[src/rtl/cts_pkg.sv]
// ============================================================================
// cts_pkg: shared types and constants for the calendar to serial date block
// Holds the pipeline stage records, the calendar constants and the table of
// days before each month.
// ============================================================================
`default_nettype none

package cts_pkg;

  // Input field and result field types.
  typedef logic [15:0]        field_t;
  typedef logic signed [22:0] day_num_t;
  typedef logic [16:0]        sod_t;
  typedef logic signed [38:0] serial_t;

  // Narrowed calendar values once the range checks have passed.
  typedef logic [13:0] year_t;
  typedef logic [3:0]  mon_t;
  typedef logic [4:0]  mday_t;

  localparam logic [15:0] YEAR_MAX     = 16'd9999;
  localparam logic [15:0] MONTH_MAX    = 16'd12;
  localparam logic [15:0] MDAY_MAX     = 16'd31;
  localparam logic [15:0] HOUR_MAX     = 16'd23;
  localparam logic [15:0] MINSEC_MAX   = 16'd59;
  localparam logic [23:0] EPOCH_DAYS   = 24'd693959;
  localparam logic [16:0] SECS_PER_DAY = 17'd86400;
  localparam logic [11:0] SECS_PER_HR  = 12'd3600;
  localparam logic [5:0]  SECS_PER_MIN = 6'd60;
  localparam logic [8:0]  DAYS_PER_YR  = 9'd365;

  // Division of a year (0..9999) by 100 as a multiply by a scaled reciprocal.
  localparam logic [12:0] DIV100_MUL   = 13'd5243;
  localparam int          DIV100_SHIFT = 19;
  localparam logic [6:0]  HUNDRED      = 7'd100;

  localparam mon_t FEB = 4'd2;

  // Stage 1: range checks done, year split and time of day summed.
  typedef struct packed {
    logic   ok;
    year_t  year;
    mon_t   month;
    mday_t  day;
    logic [6:0]  cent;
    logic [21:0] year_days;
    sod_t   sod;
  } s1_t;

  // Stage 2: full validity and day number.
  typedef struct packed {
    logic     ok;
    day_num_t days;
    sod_t     sod;
  } s2_t;

  // Stage 3: day number scaled to seconds.
  typedef struct packed {
    logic     ok;
    day_num_t days;
    sod_t     sod;
    serial_t  prod;
  } s3_t;

  // Days in the year before the first of the given month.
  function automatic logic [8:0] cum_days(input mon_t m);
    logic [8:0] r;
    case (m)
      4'd1:    r = 9'd0;
      4'd2:    r = 9'd31;
      4'd3:    r = 9'd59;
      4'd4:    r = 9'd90;
      4'd5:    r = 9'd120;
      4'd6:    r = 9'd151;
      4'd7:    r = 9'd181;
      4'd8:    r = 9'd212;
      4'd9:    r = 9'd243;
      4'd10:   r = 9'd273;
      4'd11:   r = 9'd304;
      4'd12:   r = 9'd334;
      default: r = 9'd0;
    endcase
    return r;
  endfunction

  // Length of the given month.
  function automatic mday_t month_len(input mon_t m, input logic leap);
    mday_t r;
    case (m) inside
      FEB:                       r = leap ? 5'd29 : 5'd28;
      4'd4, 4'd6, 4'd9, 4'd11:   r = 5'd30;
      default:                   r = 5'd31;
    endcase
    return r;
  endfunction

endpackage

`default_nettype wire

[src/rtl/cts_in_if.sv]
// ============================================================================
// cts_in_if: calendar date and time channel
// Valid/ready channel carrying one calendar date and time of day.
// ============================================================================
`default_nettype none

interface cts_in_if;
  logic            valid;
  logic            ready;
  cts_pkg::field_t year;
  cts_pkg::field_t month;
  cts_pkg::field_t day;
  cts_pkg::field_t hour;
  cts_pkg::field_t minute;
  cts_pkg::field_t second;

  modport source (output valid, year, month, day, hour, minute, second, input ready);
  modport sink   (input valid, year, month, day, hour, minute, second, output ready);
endinterface

`default_nettype wire

[src/rtl/cts_out_if.sv]
// ============================================================================
// cts_out_if: serial date result channel
// Valid/ready channel carrying the validity flag, day number and serial time.
// ============================================================================
`default_nettype none

interface cts_out_if;
  logic              valid;
  logic              ready;
  logic              valid_res;
  cts_pkg::day_num_t day_number;
  cts_pkg::sod_t     seconds_of_day;
  cts_pkg::serial_t  serial_seconds;

  modport source (output valid, valid_res, day_number, seconds_of_day, serial_seconds,
                  input ready);
  modport sink   (input valid, valid_res, day_number, seconds_of_day, serial_seconds,
                  output ready);
endinterface

`default_nettype wire

[src/rtl/cts_day_calc.sv]
// ============================================================================
// cts_day_calc: leap year rule, day-of-month check and day number
// Combinational logic of the second pipeline stage.
// ============================================================================
`default_nettype none

module cts_day_calc (
  input  cts_pkg::s1_t s1,
  output cts_pkg::s2_t s2
);
  import cts_pkg::*;

  logic [13:0] cent_x100;
  logic        rem_zero;
  logic        leap;
  mday_t       mlen;
  logic        adj;
  logic [23:0] sum;

  always_comb begin
    // The year is a century year exactly when it equals its century times 100.
    cent_x100 = 14'(s1.cent * HUNDRED);
    rem_zero  = (cent_x100 == s1.year);
    leap      = (s1.year[1:0] == 2'd0) && (!rem_zero || (s1.cent[1:0] == 2'd0));
    mlen      = month_len(s1.month, leap);
    adj       = leap && (s1.month <= FEB);

    sum = 24'(s1.year_days) + 24'(s1.year[13:2]) - 24'(s1.cent) + 24'(s1.cent[6:2])
        + 24'(cum_days(s1.month)) + 24'(s1.day) - 24'(adj) - EPOCH_DAYS;

    s2.ok   = s1.ok && (s1.day != 5'd0) && (s1.day <= mlen);
    s2.days = day_num_t'(sum[22:0]);
    s2.sod  = s1.sod;
  end

endmodule

`default_nettype wire

[src/rtl/calendar_to_serial_date.sv]
// ============================================================================
// calendar_to_serial_date: Gregorian date and time to serial day and seconds
// Validates a calendar date and time of day and returns the day number
// counted from 30 December 1899 and the signed serial time in seconds.
// ============================================================================
//
//   Channel  Role    Payload
//   -------  ------  ---------------------------------------------------------
//   in_ch    sink    year, month, day, hour, minute, second (16 bits each)
//   out_ch   source  valid_res, day_number, seconds_of_day, serial_seconds
//
// An accepted transaction passes through the stage registers s1, s2 and s3
// into the result register, and a new one can be accepted in every cycle
// in which the pipeline is not stalled. The four register stages are:
// range checks with the year split and time sum, the leap rule and day number,
// the multiply by 86400, and the final add or subtract of the time of day.
// The whole pipeline advances together; it stalls only when the result
// register holds a transaction that the sink has not taken, so nothing is
// lost or repeated. Reset clears the stage valid bits only.
// ============================================================================
`default_nettype none

module calendar_to_serial_date (
  input  wire logic  clk,
  input  wire logic  rst,
  cts_in_if.sink     in_ch,
  cts_out_if.source  out_ch
);
  import cts_pkg::*;

  // Pipeline advance enable: the result register is empty or being drained.
  logic adv;

  logic v1, v2, v3, v4;
  s1_t  s1_next, s1;
  s2_t  s2_next, s2;
  s3_t  s3;

  logic     res_ok;
  day_num_t res_days;
  sod_t     res_sod;
  serial_t  res_serial;

  // The product of a day number in range and 86400 always fits 39 bits.
  serial_t  prod_full;

  assign adv         = !v4 || out_ch.ready;
  assign in_ch.ready = adv;

  // Stage 1: range checks that do not need the leap rule, the century of
  // the year by reciprocal multiply, the year times 365 and the time of day.
  always_comb begin
    logic [26:0] cent_prod;
    cent_prod = 27'(14'(in_ch.year) * DIV100_MUL);

    s1_next.ok = (in_ch.year <= YEAR_MAX)
              && (in_ch.month != 16'd0) && (in_ch.month <= MONTH_MAX)
              && (in_ch.day <= MDAY_MAX)
              && (in_ch.hour <= HOUR_MAX)
              && (in_ch.minute <= MINSEC_MAX)
              && (in_ch.second <= MINSEC_MAX);
    s1_next.year      = year_t'(in_ch.year[13:0]);
    s1_next.month     = mon_t'(in_ch.month[3:0]);
    s1_next.day       = mday_t'(in_ch.day[4:0]);
    s1_next.cent      = cent_prod[DIV100_SHIFT+6:DIV100_SHIFT];
    s1_next.year_days = 22'(in_ch.year[13:0] * DAYS_PER_YR);
    s1_next.sod       = 17'(in_ch.hour[4:0] * SECS_PER_HR)
                      + 17'(in_ch.minute[5:0] * SECS_PER_MIN)
                      + 17'(in_ch.second[5:0]);
  end

  // Stage 2: leap rule, day-of-month check and day number.
  cts_day_calc u_day_calc (
    .s1 (s1),
    .s2 (s2_next)
  );

  // Stage 3 multiply: day number times seconds per day.
  assign prod_full = s2.days * $signed({1'b0, SECS_PER_DAY});

  // Stage 4: the time of day moves the serial value away from day zero.
  // An invalid transaction reports zero in every result field.
  always_comb begin
    res_ok     = s3.ok;
    res_days   = s3.ok ? s3.days : '0;
    res_sod    = s3.ok ? s3.sod : '0;
    res_serial = '0;
    if (s3.ok) begin
      if (s3.days[22]) begin
        res_serial = s3.prod - serial_t'({22'd0, s3.sod});
      end else begin
        res_serial = s3.prod + serial_t'({22'd0, s3.sod});
      end
    end
  end

  always_ff @(posedge clk) begin
    if (rst) begin
      v1 <= 1'b0;
      v2 <= 1'b0;
      v3 <= 1'b0;
      v4 <= 1'b0;
    end else if (adv) begin
      v1 <= in_ch.valid;
      v2 <= v1;
      v3 <= v2;
      v4 <= v3;
    end
  end

  always_ff @(posedge clk) begin
    if (adv) begin
      s1                    <= s1_next;
      s2                    <= s2_next;
      s3.ok                 <= s2.ok;
      s3.days               <= s2.days;
      s3.sod                <= s2.sod;
      s3.prod               <= prod_full;
      out_ch.valid_res      <= res_ok;
      out_ch.day_number     <= res_days;
      out_ch.seconds_of_day <= res_sod;
      out_ch.serial_seconds <= res_serial;
    end
  end

  assign out_ch.valid = v4;

  // A rejected transaction carries zero in all result fields.
  a_invalid_zero: assert property (@(posedge clk) disable iff (rst)
    (out_ch.valid && !out_ch.valid_res) |->
      (out_ch.day_number == '0 && out_ch.seconds_of_day == '0 &&
       out_ch.serial_seconds == '0))
    else $error("rejected result has nonzero fields");

  // An accepted result keeps the time of day within one day.
  a_sod_range: assert property (@(posedge clk) disable iff (rst)
    (out_ch.valid && out_ch.valid_res) |-> (out_ch.seconds_of_day < SECS_PER_DAY))
    else $error("seconds of day out of range");

  // The serial time has the sign of the day number.
  a_serial_sign: assert property (@(posedge clk) disable iff (rst)
    (out_ch.valid && out_ch.valid_res) |->
      (out_ch.serial_seconds[38] == out_ch.day_number[22]))
    else $error("serial time sign differs from day number sign");

  // A transaction in stage three reaches the result register on advance.
  a_stage_move: assert property (@(posedge clk) disable iff (rst)
    (v3 && adv) |=> v4)
    else $error("transaction lost between stage three and the result register");

endmodule

`default_nettype wire
[src/flat_wrapper.sv]
// flat-port wrapper written by rule: the top's interface ports become plain ports
module calendar_to_serial_date_flat import cts_pkg::*;
  (clk, rst, in_ch_valid, in_ch_year, in_ch_month, in_ch_day, in_ch_hour, in_ch_minute, in_ch_second, in_ch_ready, out_ch_valid, out_ch_valid_res, out_ch_day_number, out_ch_seconds_of_day, out_ch_serial_seconds, out_ch_ready);
  cts_in_if in_ch_i ();
  cts_out_if out_ch_i ();
  input  wire logic clk;
  input  wire logic rst;
  input wire logic [$bits(in_ch_i.valid)-1:0] in_ch_valid;
  input wire logic [$bits(in_ch_i.year)-1:0] in_ch_year;
  input wire logic [$bits(in_ch_i.month)-1:0] in_ch_month;
  input wire logic [$bits(in_ch_i.day)-1:0] in_ch_day;
  input wire logic [$bits(in_ch_i.hour)-1:0] in_ch_hour;
  input wire logic [$bits(in_ch_i.minute)-1:0] in_ch_minute;
  input wire logic [$bits(in_ch_i.second)-1:0] in_ch_second;
  output wire logic [$bits(in_ch_i.ready)-1:0] in_ch_ready;
  output wire logic [$bits(out_ch_i.valid)-1:0] out_ch_valid;
  output wire logic [$bits(out_ch_i.valid_res)-1:0] out_ch_valid_res;
  output wire logic [$bits(out_ch_i.day_number)-1:0] out_ch_day_number;
  output wire logic [$bits(out_ch_i.seconds_of_day)-1:0] out_ch_seconds_of_day;
  output wire logic [$bits(out_ch_i.serial_seconds)-1:0] out_ch_serial_seconds;
  input wire logic [$bits(out_ch_i.ready)-1:0] out_ch_ready;
  assign in_ch_i.valid = in_ch_valid;
  assign in_ch_i.year = in_ch_year;
  assign in_ch_i.month = in_ch_month;
  assign in_ch_i.day = in_ch_day;
  assign in_ch_i.hour = in_ch_hour;
  assign in_ch_i.minute = in_ch_minute;
  assign in_ch_i.second = in_ch_second;
  assign in_ch_ready = in_ch_i.ready;
  assign out_ch_valid = out_ch_i.valid;
  assign out_ch_valid_res = out_ch_i.valid_res;
  assign out_ch_day_number = out_ch_i.day_number;
  assign out_ch_seconds_of_day = out_ch_i.seconds_of_day;
  assign out_ch_serial_seconds = out_ch_i.serial_seconds;
  assign out_ch_i.ready = out_ch_ready;
  calendar_to_serial_date u_core (.clk(clk), .rst(rst), .in_ch(in_ch_i), .out_ch(out_ch_i));
endmodule
[config.mk]
export PLATFORM = sky130hd
export DESIGN_NAME = calendar_to_serial_date_flat
export DESIGN_NICKNAME = d
export VERILOG_FILES = /design/src/rtl/cts_pkg.sv /design/src/rtl/cts_in_if.sv /design/src/rtl/cts_out_if.sv /design/src/rtl/cts_day_calc.sv /design/src/rtl/calendar_to_serial_date.sv /design/src/flat_wrapper.sv
export SDC_FILE = /design/constraint.sdc
export NUM_CORES = 1
export LEC_CHECK = 0
export ABC_AREA = 1
export BUFFER_PORTS_ARGS = -buffer_cell sky130_fd_sc_hd__buf_2
export CAP_MARGIN = 20
export CORE_MARGIN = 2
export CORE_UTILIZATION = 53
export DETAILED_ROUTE_END_ITERATION = 6
export HOLD_SLACK_MARGIN = 0.15
export PLACE_DENSITY_LB_ADDON = 0.2
export SYNTH_ARGS = -nofsm -noshare
export SYNTH_HDL_FRONTEND = slang
export SYNTH_SLANG_ARGS = --single-unit
[constraint.sdc]
create_clock -name clk -period 14.3 [get_ports clk]
set_clock_uncertainty 0.05 [all_clocks]
set_input_delay 2.86 -clock clk [delete_from_list [all_inputs] [get_ports clk]]
set_output_delay 2.86 -clock clk [all_outputs]
set_load 0.02 [all_outputs]
## After elaboration in Yosys (flattened, before gate mapping)

Memory sizes are Yosys's and may differ from the RTL's. A register that Yosys moved wholly into a read port is not among the register bits.
Index checks and enable logic that the tools add are counted.
Widths: inputs -> output; s select.

- Equality and inequality tests: 6
- Add/sub/neg operators: 11
- Reductions and logical operators: 19
- Multiply operators: 6
- Muxes and demuxes: 5
- Magnitude comparators: 8

Operators with widths:

| operator | count |
|---|---|
| $add 23x5->23 | 2 |
| $add 39x18->39 | 1 |
| $mux 39 | 1 |
| $sub 39x18->39 | 1 |
| $le 16x5->1 const B | 2 |
| $le 16x6->1 const B | 2 |
| $mul 23x11->32 const B | 1 |
| $mul 14x13->26 const B | 1 |
| $add 22x12->23 | 1 |
| $add 23x9->23 | 1 |
| $sub 23x1->23 | 1 |
| $sub 23x20->23 const B | 1 |
| $sub 23x7->23 | 1 |
| $mul 14x9->22 const B | 1 |
| $add 17x12->17 | 1 |
| $add 17x6->17 | 1 |
| $le 16x14->1 const B | 1 |
| $le 16x4->1 const B | 1 |
| $reduce_bool 16->1 | 1 |
| $eq 14x14->1 | 1 |
| $mul 5x8->13 const B | 1 |
| $mul 7x5->12 const B | 1 |
| $logic_and 1x1->1 | 10 |
| $mul 6x4->10 const B | 1 |
| 13 further kinds | 19 |

- Memories kept: 1
- Output and inout port bits: 82
- Word-level logic and storage cells: 78
- Memory bits (read-only): 144
- Register bits: 268

Memories:

| name | depth | width | read ports | clocked after memory_dff | wr ports | RTL line | text |
|---|---|---|---|---|---|---|---|
| (name not given) | 16 | 9 | 1 | 1 | 0 | cts_pkg.sv:68 | `case (m)` |

## Depth between registers and ports, before layout

Gate-level depths: netlist of the first run.

- Depth after elaboration: 9
- Mapped depth: 35

## Modules after synthesis

A second synthesis of the first run with hierarchy kept.

- Cell total of the unflattened synthesis: 3068
- Area total of the unflattened synthesis: 27133.5 um^2

By module, submodules not included:

| module | instances | seq. area each (um^2) | cells each | area an instance (um^2) |
|---|---|---|---|---|
| calendar_to_serial_date | 1 | 7887.6 | 2540 | 23369.9 |
| cts_day_calc | 1 | 0.0 | 528 | 3763.6 |

## Worst setup path before layout of the first run

Ideal clock, no wire load.

- Path type: input-to-output
- Start: in out_ch_ready
- End: out in_ch_ready
- Path buffers: 1
- Stages on the path: 3
- Data arrival time: 4.833 ns
- Path slack: 6.557 ns
- Cells stage by stage: nor2_2 -> inv_1 -> buf_4

- Cells in the longest elaborated chain, start to end: 1

RTL lines:

| what | RTL line | text |
|---|---|---|
| start, declared | flat_wrapper.sv:21 | `input wire logic [$bits(out_ch_i.ready)-1:0] out_ch_ready;` |
| $logic_or 1x1->1 | calendar_to_serial_date.sv:47 | `assign adv = !v4 \|\| out_ch.ready;` |
| end, declared | flat_wrapper.sv:15 | `output wire logic [$bits(in_ch_i.ready)-1:0] in_ch_ready;` |

No other way between the ends.

==> impl_metrics.yaml, run 1 <==
yosys:
  syn_avg_cell_area_um2: 9.17
  syn-num-nets: 3631
  netlist_instances: 2912
  ys_warn_count: 0
  synth-seq-cells: 273
  yosysSeqAreaShare: 0.302
  syn-cell-area_mm2: 0.0267
  synth.distinct_cells: 56
clock_network:
  clock-sinks: 273
  clk_pin_slew_ns: 0.07
  postCtsResizedCells: 0
  cts_hold_buf: 0
  cts_setup_buffers: 0
  clock-root-buffer: "clkbuf_16"
  htreeDepth: 1
  clock_latency_ns: 0.61
  cts_buffers: 31
  cts_tree: "done"
  clock_path_buffers: 3
detailed_routing:
  vias_per_cell: 5.22
  wl_per_cell_um: 16.5
  drtAntennaViolNets: 0
  drtIter0Drc: 1281
  drc_errors: 0
  drt_wl_total_um: 62800
  via_count: 19900
  firstDrtPassIters: 6
floorplanning:
  row_count: 82
  io_pins: 182
  start_util: 0.535
  die-height_um: 228
  fp.dieW_um: 228
  core_area_mm2: 0.0500
  dieArea_mm2: 0.0522
worst_setup_path:
  worstSetupEndpoint: "u_core.s2[35]$_DFFE_PN_"
  cp_common_cell: "nand2_1"
  r2r_end: "u_core.s2[35]$_DFFE_PN_"
  cp_data_arrival_time_ns: 7.20
  critPathKind: "reg2reg"
  startpoint_type: "flop"
  critPathMaxFanout: 7
  slowest_stage: "edfxtp_1"
  setup.worst_path.start: "u_core.s1[42]$_DFFE_PN_"
  timing.rr.start: "u_core.s1[42]$_DFFE_PN_"
  cp.required_ns: 14.61
  rrSetupSlack_ns: 7.41
  critPathMaxStageDelay_ns: 0.53
  r2r_cells: 32
  endpoint_kind: "flop"
global_routing:
  grt_use_met3: 0.0198
  grt_pass1_wl_um: 102000
  grt.total_usage: 0.244
  grt.busiest_layer: "met2"
  global_route.usage.met2: 0.451
  grt_overflow: 0
  grt_pass1_vias: 20400
  antenna_found_initial: 0
  grt_max_degree: 105
  grt_use_met1: 0.299
placed_design:
  io_buffer_count: 181
  dp_hpwl_um: 52300
  globalplace.congestion: 0.953
timing:
  maxSlewViolCount: 0
  fmax_ghz: 0.145
  finalHoldViolCount: 0
  period_share: 0.482
  setup_viol: 0
  finalCriticalPeriod_ns: 6.89
  finalSetupTns_ns: 0
  timing.slew.headroom: 0.375
  rsz0062_at_grt: "false"
  worst_slew_pin_slew_ns: 0.938
layout:
  final_cell_mix: "664 x inv_1, 445 x nand2_1, 409 x ha_1"
  final_common_cell: "inv_1"
  n_antenna_cell: 0
  nets: 3832
  synthToLayoutAreaGrowth_pct: 10.5
  drive_gt1_frac: 0.0950
hold_path:
  hold_class: "reg2reg"
job:
  maxCapViolCount: 0
status:
  status: "completed"
[registers in the layout, indices dropped and copies added (netlist names), named ones only]
name and flops:
u_core.s3 71, u_core.s1 68, u_core.s2 41, u_core.out_ch.serial_seconds 39
u_core.out_ch.day_number 23, u_core.out_ch.seconds_of_day 16, u_core.out_ch.valid 1, u_core.out_ch.valid_res 1
u_core.res_ok 1, u_core.v1 1, u_core.v2 1, u_core.v3 1
[logic make-up (layout without fill, tap and decap cells)]
family / after synthesis / after routing / share of synthesized area
AO/OA/AOI/OAI: 315 / 315 / 0.0678
multiplexers: 1 / 1 / 0.000375
flip-flops: 273 / 273 / 0.302
XOR/XNOR: 101 / 101 / 0.0331
AND/OR/NAND/NOR: 907 / 907 / 0.148
adder cells (fa/ha/maj): 619 / 619 / 0.349
buffers and inverters: 696 / 922 / 0.0993
[metrics by stage]
step / setup WS, ns / area [um2] / utilization / hold WS, ns / instances
CTS: 7.47 / 29500 / 0.590 / 0.364 / 3809
finish: 7.41 / 29500 / 0.590 / 0.362 / 3810
global route: 6.93 / 29500 / 0.590 / 0.371 / 3810
floorplan: 6.56 / 26700 / - / 0.350 / 2912
detailed placement: 6.94 / 28400 / 0.568 / 0.355 / 3751
global placement: 6.99 / 28400 / 0.568 / 0.350 / 3751
[critical path: cells and delay by family (launching register included)]
family | cells | cell delay (ns)
xor+xnor | 1 | 0.13
simple gates | 16 | 1.46
flops | 1 | 0.53
buf+inv | 3 | 0.17
fa+ha+maj | 10 | 3.86
compound gates | 2 | 0.45
[per-layer routing]
metal | vias to the layer above | share of wire
met1 | 9482 | 0.42
met4 | 0 | 0.034
met3 | 112 | 0.036
met2 | 470 | 0.51
li1 | 9837 | -
met5 | - | 0
[synth_stat cells, drive strengths merged]
master     n  area, um2
a2111oi    1       15.0
a211oi     5       37.5
a21boi     6       45.0
a21o      18        135
a21oi    158        806
a221oi     1       8.76
a31o       1       8.76
a31oi     11       68.8
and2       2       12.5
and3       2       12.5
buf       14       92.6
clkbuf     5       18.8
dfxtp     13        260
edfxtp   260       7810
fa       210       4200
ha       409       5120
inv      677       2540
mux2i      1       10.0
nand2    453       1720
nand3    139        701
nand3b     9       71.3
nand4     43        269
nor2     201        787
nor3      30        188
nor3b      3       27.5
nor4      21        146
o211a      2       20.0
o211ai     3       27.5
o21a       2       15.0
o21ai     91        504
o21bai    11       82.6
o22a       1       8.76
o22ai      2       12.5
o31ai      2       15.0
or2        4       25.0
xnor2     39        342
xor2      62        543
[worst min path at each step]
stage / to / slack, ns / cells past startpoint / startpoint
2_1_floorplan: u_core.res_ok$_DFFE_PN_ / 0.35 / 0 / u_core.s2[40]$_DFFE_PN_
3_3_place_gp: u_core.s2[0]$_DFFE_PN_ / 0.35 / 0 / u_core.s1[0]$_DFFE_PN_
3_5_place_dp: u_core.s3[40]$_DFFE_PN_ / 0.35 / 0 / u_core.s2[1]$_DFFE_PN_
4_1_cts: u_core.s3[47]$_DFFE_PN_ / 0.36 / 0 / u_core.s2[8]$_DFFE_PN_
5_1_grt: u_core.s3[49]$_DFFE_PN_ / 0.37 / 0 / u_core.s2[10]$_DFFE_PN_
6_report: u_core.s3[49]$_DFFE_PN_ / 0.36 / 0 / u_core.s2[10]$_DFFE_PN_
[cell type report]
type / count / area, um2
multi-input combinational: 1943 / 16000
clock buffer: 39 / 857
timing repair buffer: 187 / 971
tap: 672 / 841
clock inverter: 19 / 231
fill: 4423 / 20500
sequential: 273 / 8070
inverter: 677 / 2550
Power of run 1 is not shown: default switching activity piles up to over one toggle a cycle in this logic, so the estimate is an artifact.
==> inputs of run 2 (changes only) <==
Clock period 14.3 ns to 6.5 ns, I/O delays scaled along.
==> run 2 against run 1 <==
  * Worst hold slack better by 0.0024 ns
  * Core utilization is 0.12 points higher
  * Global-route usage grew 0.28 points
  * First-iteration DRC count decreased by 13%
  * Cell count is 0.13% higher
  * Sequential share of layout area down 0.056 points
  * Critical endpoint unchanged
==> impl_metrics.yaml, run 2 (synthesis results as in run 1) <==
global_routing:
  antenna_found_initial: 0
  grt_pass1_vias: 20300
  grt_pass1_wl_um: 103000
  grt_overflow: 0
  grt_max_degree: 169
  grt.total_usage: 0.247
worst_setup_path:
  critPathMaxFanout: 6
  endpoint_kind: "flop"
  timing.rr.start: "u_core.s1[41]$_DFFE_PN_"
  critPathKind: "reg2reg"
  slowest_stage: "fa_2"
  setup.worst_path.start: "u_core.s1[41]$_DFFE_PN_"
  critPathMaxStageDelay_ns: 0.56
  cp.required_ns: 6.79
  cp_common_cell: "nand2_1"
  rrSetupSlack_ns: 0.41
  startpoint_type: "flop"
  cp_data_arrival_time_ns: 6.38
  r2r_cells: 34
layout:
  largest_reg_flops: 71
  drive_gt1_frac: 0.0996
  final_cell_mix: "664 x inv_1, 443 x nand2_1, 404 x ha_1"
  synthToLayoutAreaGrowth_pct: 10.7
  top_register: "u_core.s3"
  utilization: 0.592
  n_antenna_cell: 0
  reg_top3: "u_core.s3: 71 flops, u_core.s1: 68 flops, u_core.s2: 41 flops"
  nets: 3840
  fin_cells: 3815
  final_common_cell: "inv_1"
  fillers: 4429
floorplanning:
  start_util: 0.535
  row_count: 82
  dieArea_mm2: 0.0522
  die-height_um: 228
  core_area_mm2: 0.0500
  io_pins: 182
  fp.dieW_um: 228
detailed_routing:
  via_count: 20000
  firstDrtPassIters: 5
  drtIter0Drc: 1109
  drt_wl_total_um: 63400
  drtAntennaViolNets: 0
  vias_per_cell: 5.23
  drc_errors: 0
  wl_per_cell_um: 16.6
status:
  status: "completed"
hold_path:
  hold_start: "u_core.s1[10]$_DFFE_PN_"
  min_path_cells: 0
  hold_class: "reg2reg"
timing:
  fmax_ghz: 0.164
  finalHoldViolCount: 0
  maxSlewViolCount: 0
  rsz0062_at_grt: "false"
  timing.slew.headroom: 0.384
  worst_slew_pin_slew_ns: 0.923
  finalSetupTns_ns: 0
  setup_viol: 0
  finalCriticalPeriod_ns: 6.09
  period_share: 0.937
placed_design:
  dp_hpwl_um: 53000
  dp.cells: 3756
  io_buffer_count: 181
  globalplace.congestion: 0.929
clock_network:
  clock_path_buffers: 3
  cts_hold_buf: 0
  clock-sinks: 273
  clk_pin_slew_ns: 0.07
  clock-root-buffer: "clkbuf_16"
  clock_latency_ns: 0.59
  cts_tree: "done"
  cts_buffers: 29
  htreeDepth: 1
job:
  maxCapViolCount: 0
run 2: cell count changes in the layout (fill, tap and decap cells not counted), moves of 3 or more:
| cell | before | now |
|---|---|---|
| buf_4 | 5 | 15 |
| clkbuf_16 | 32 | 29 |
| clkbuf_8 | 3 | 0 |
| clkinv_1 | 2 | 7 |
| fa_1 | 210 | 205 |
| fa_2 | 0 | 5 |
| ha_1 | 409 | 404 |
| ha_4 | 0 | 3 |
run 2: worst max-delay path: cells and delay by family (launching register included):
kind | cells | cell delay, ns
adders and majority gates | 10 | 3.44
buffers and inverters | 6 | 0.45
DFF | 1 | 0.39
AOI/OAI and AO/OA | 2 | 0.19
xor gates and xnor gates | 1 | 0.13
and+or+nand+nor | 15 | 1.17
run 2: through the flow:
stage	setup WS, ns	instance area (um2)	hold WS, ns
final	0.411	29600	0.364
after global routing	0.0138	29600	0.366
after CTS	0.0405	29400	0.366
after detailed placement	0.00107	28400	0.355
after global placement	0.168	28400	0.352
after floorplan	0.546	26700	0.350
run 2: area by class of cell:
cell class                      count  area (um2)  share of cell area
Tap cell                          672         841              0.0284
Multi-Input combinational cell   1943       16100               0.543
Sequential cell                   273        8070               0.273
Inverter                          677        2550              0.0862
Clock buffer                       33         741              0.0251
Timing Repair Buffer              197        1040              0.0351
Clock inverter                     20         260             0.00880
run 2: final timing paths:
path | to
setup reg to reg | u_core.s2[35]$_DFFE_PN_
hold / removal | u_core.s2[10]$_DFFE_PN_
hold reg to reg | u_core.s2[10]$_DFFE_PN_
setup / recovery | u_core.s2[35]$_DFFE_PN_
run 2: routing by layer:
metal / up-vias / wire, um / track usage
met5: - / 0 / 0
met4: 0 / 2530 / 0.0929
met3: 129 / 2490 / 0.0246
met2: 452 / 32000 / 0.446
met1: 9540 / 26400 / 0.304
li1: 9848 / - / -
run 2: repair_timing:
item / 4_1_cts / 5_1_grt
setup endpoints to repair: 1 / 8
buffers inserted: 0 / 6
pin swaps: 0 / 10
endpoints found under the hold margin: 0 / 0
gates resized for setup: 1 / 18
Power of run 2 is left out for the same reason.
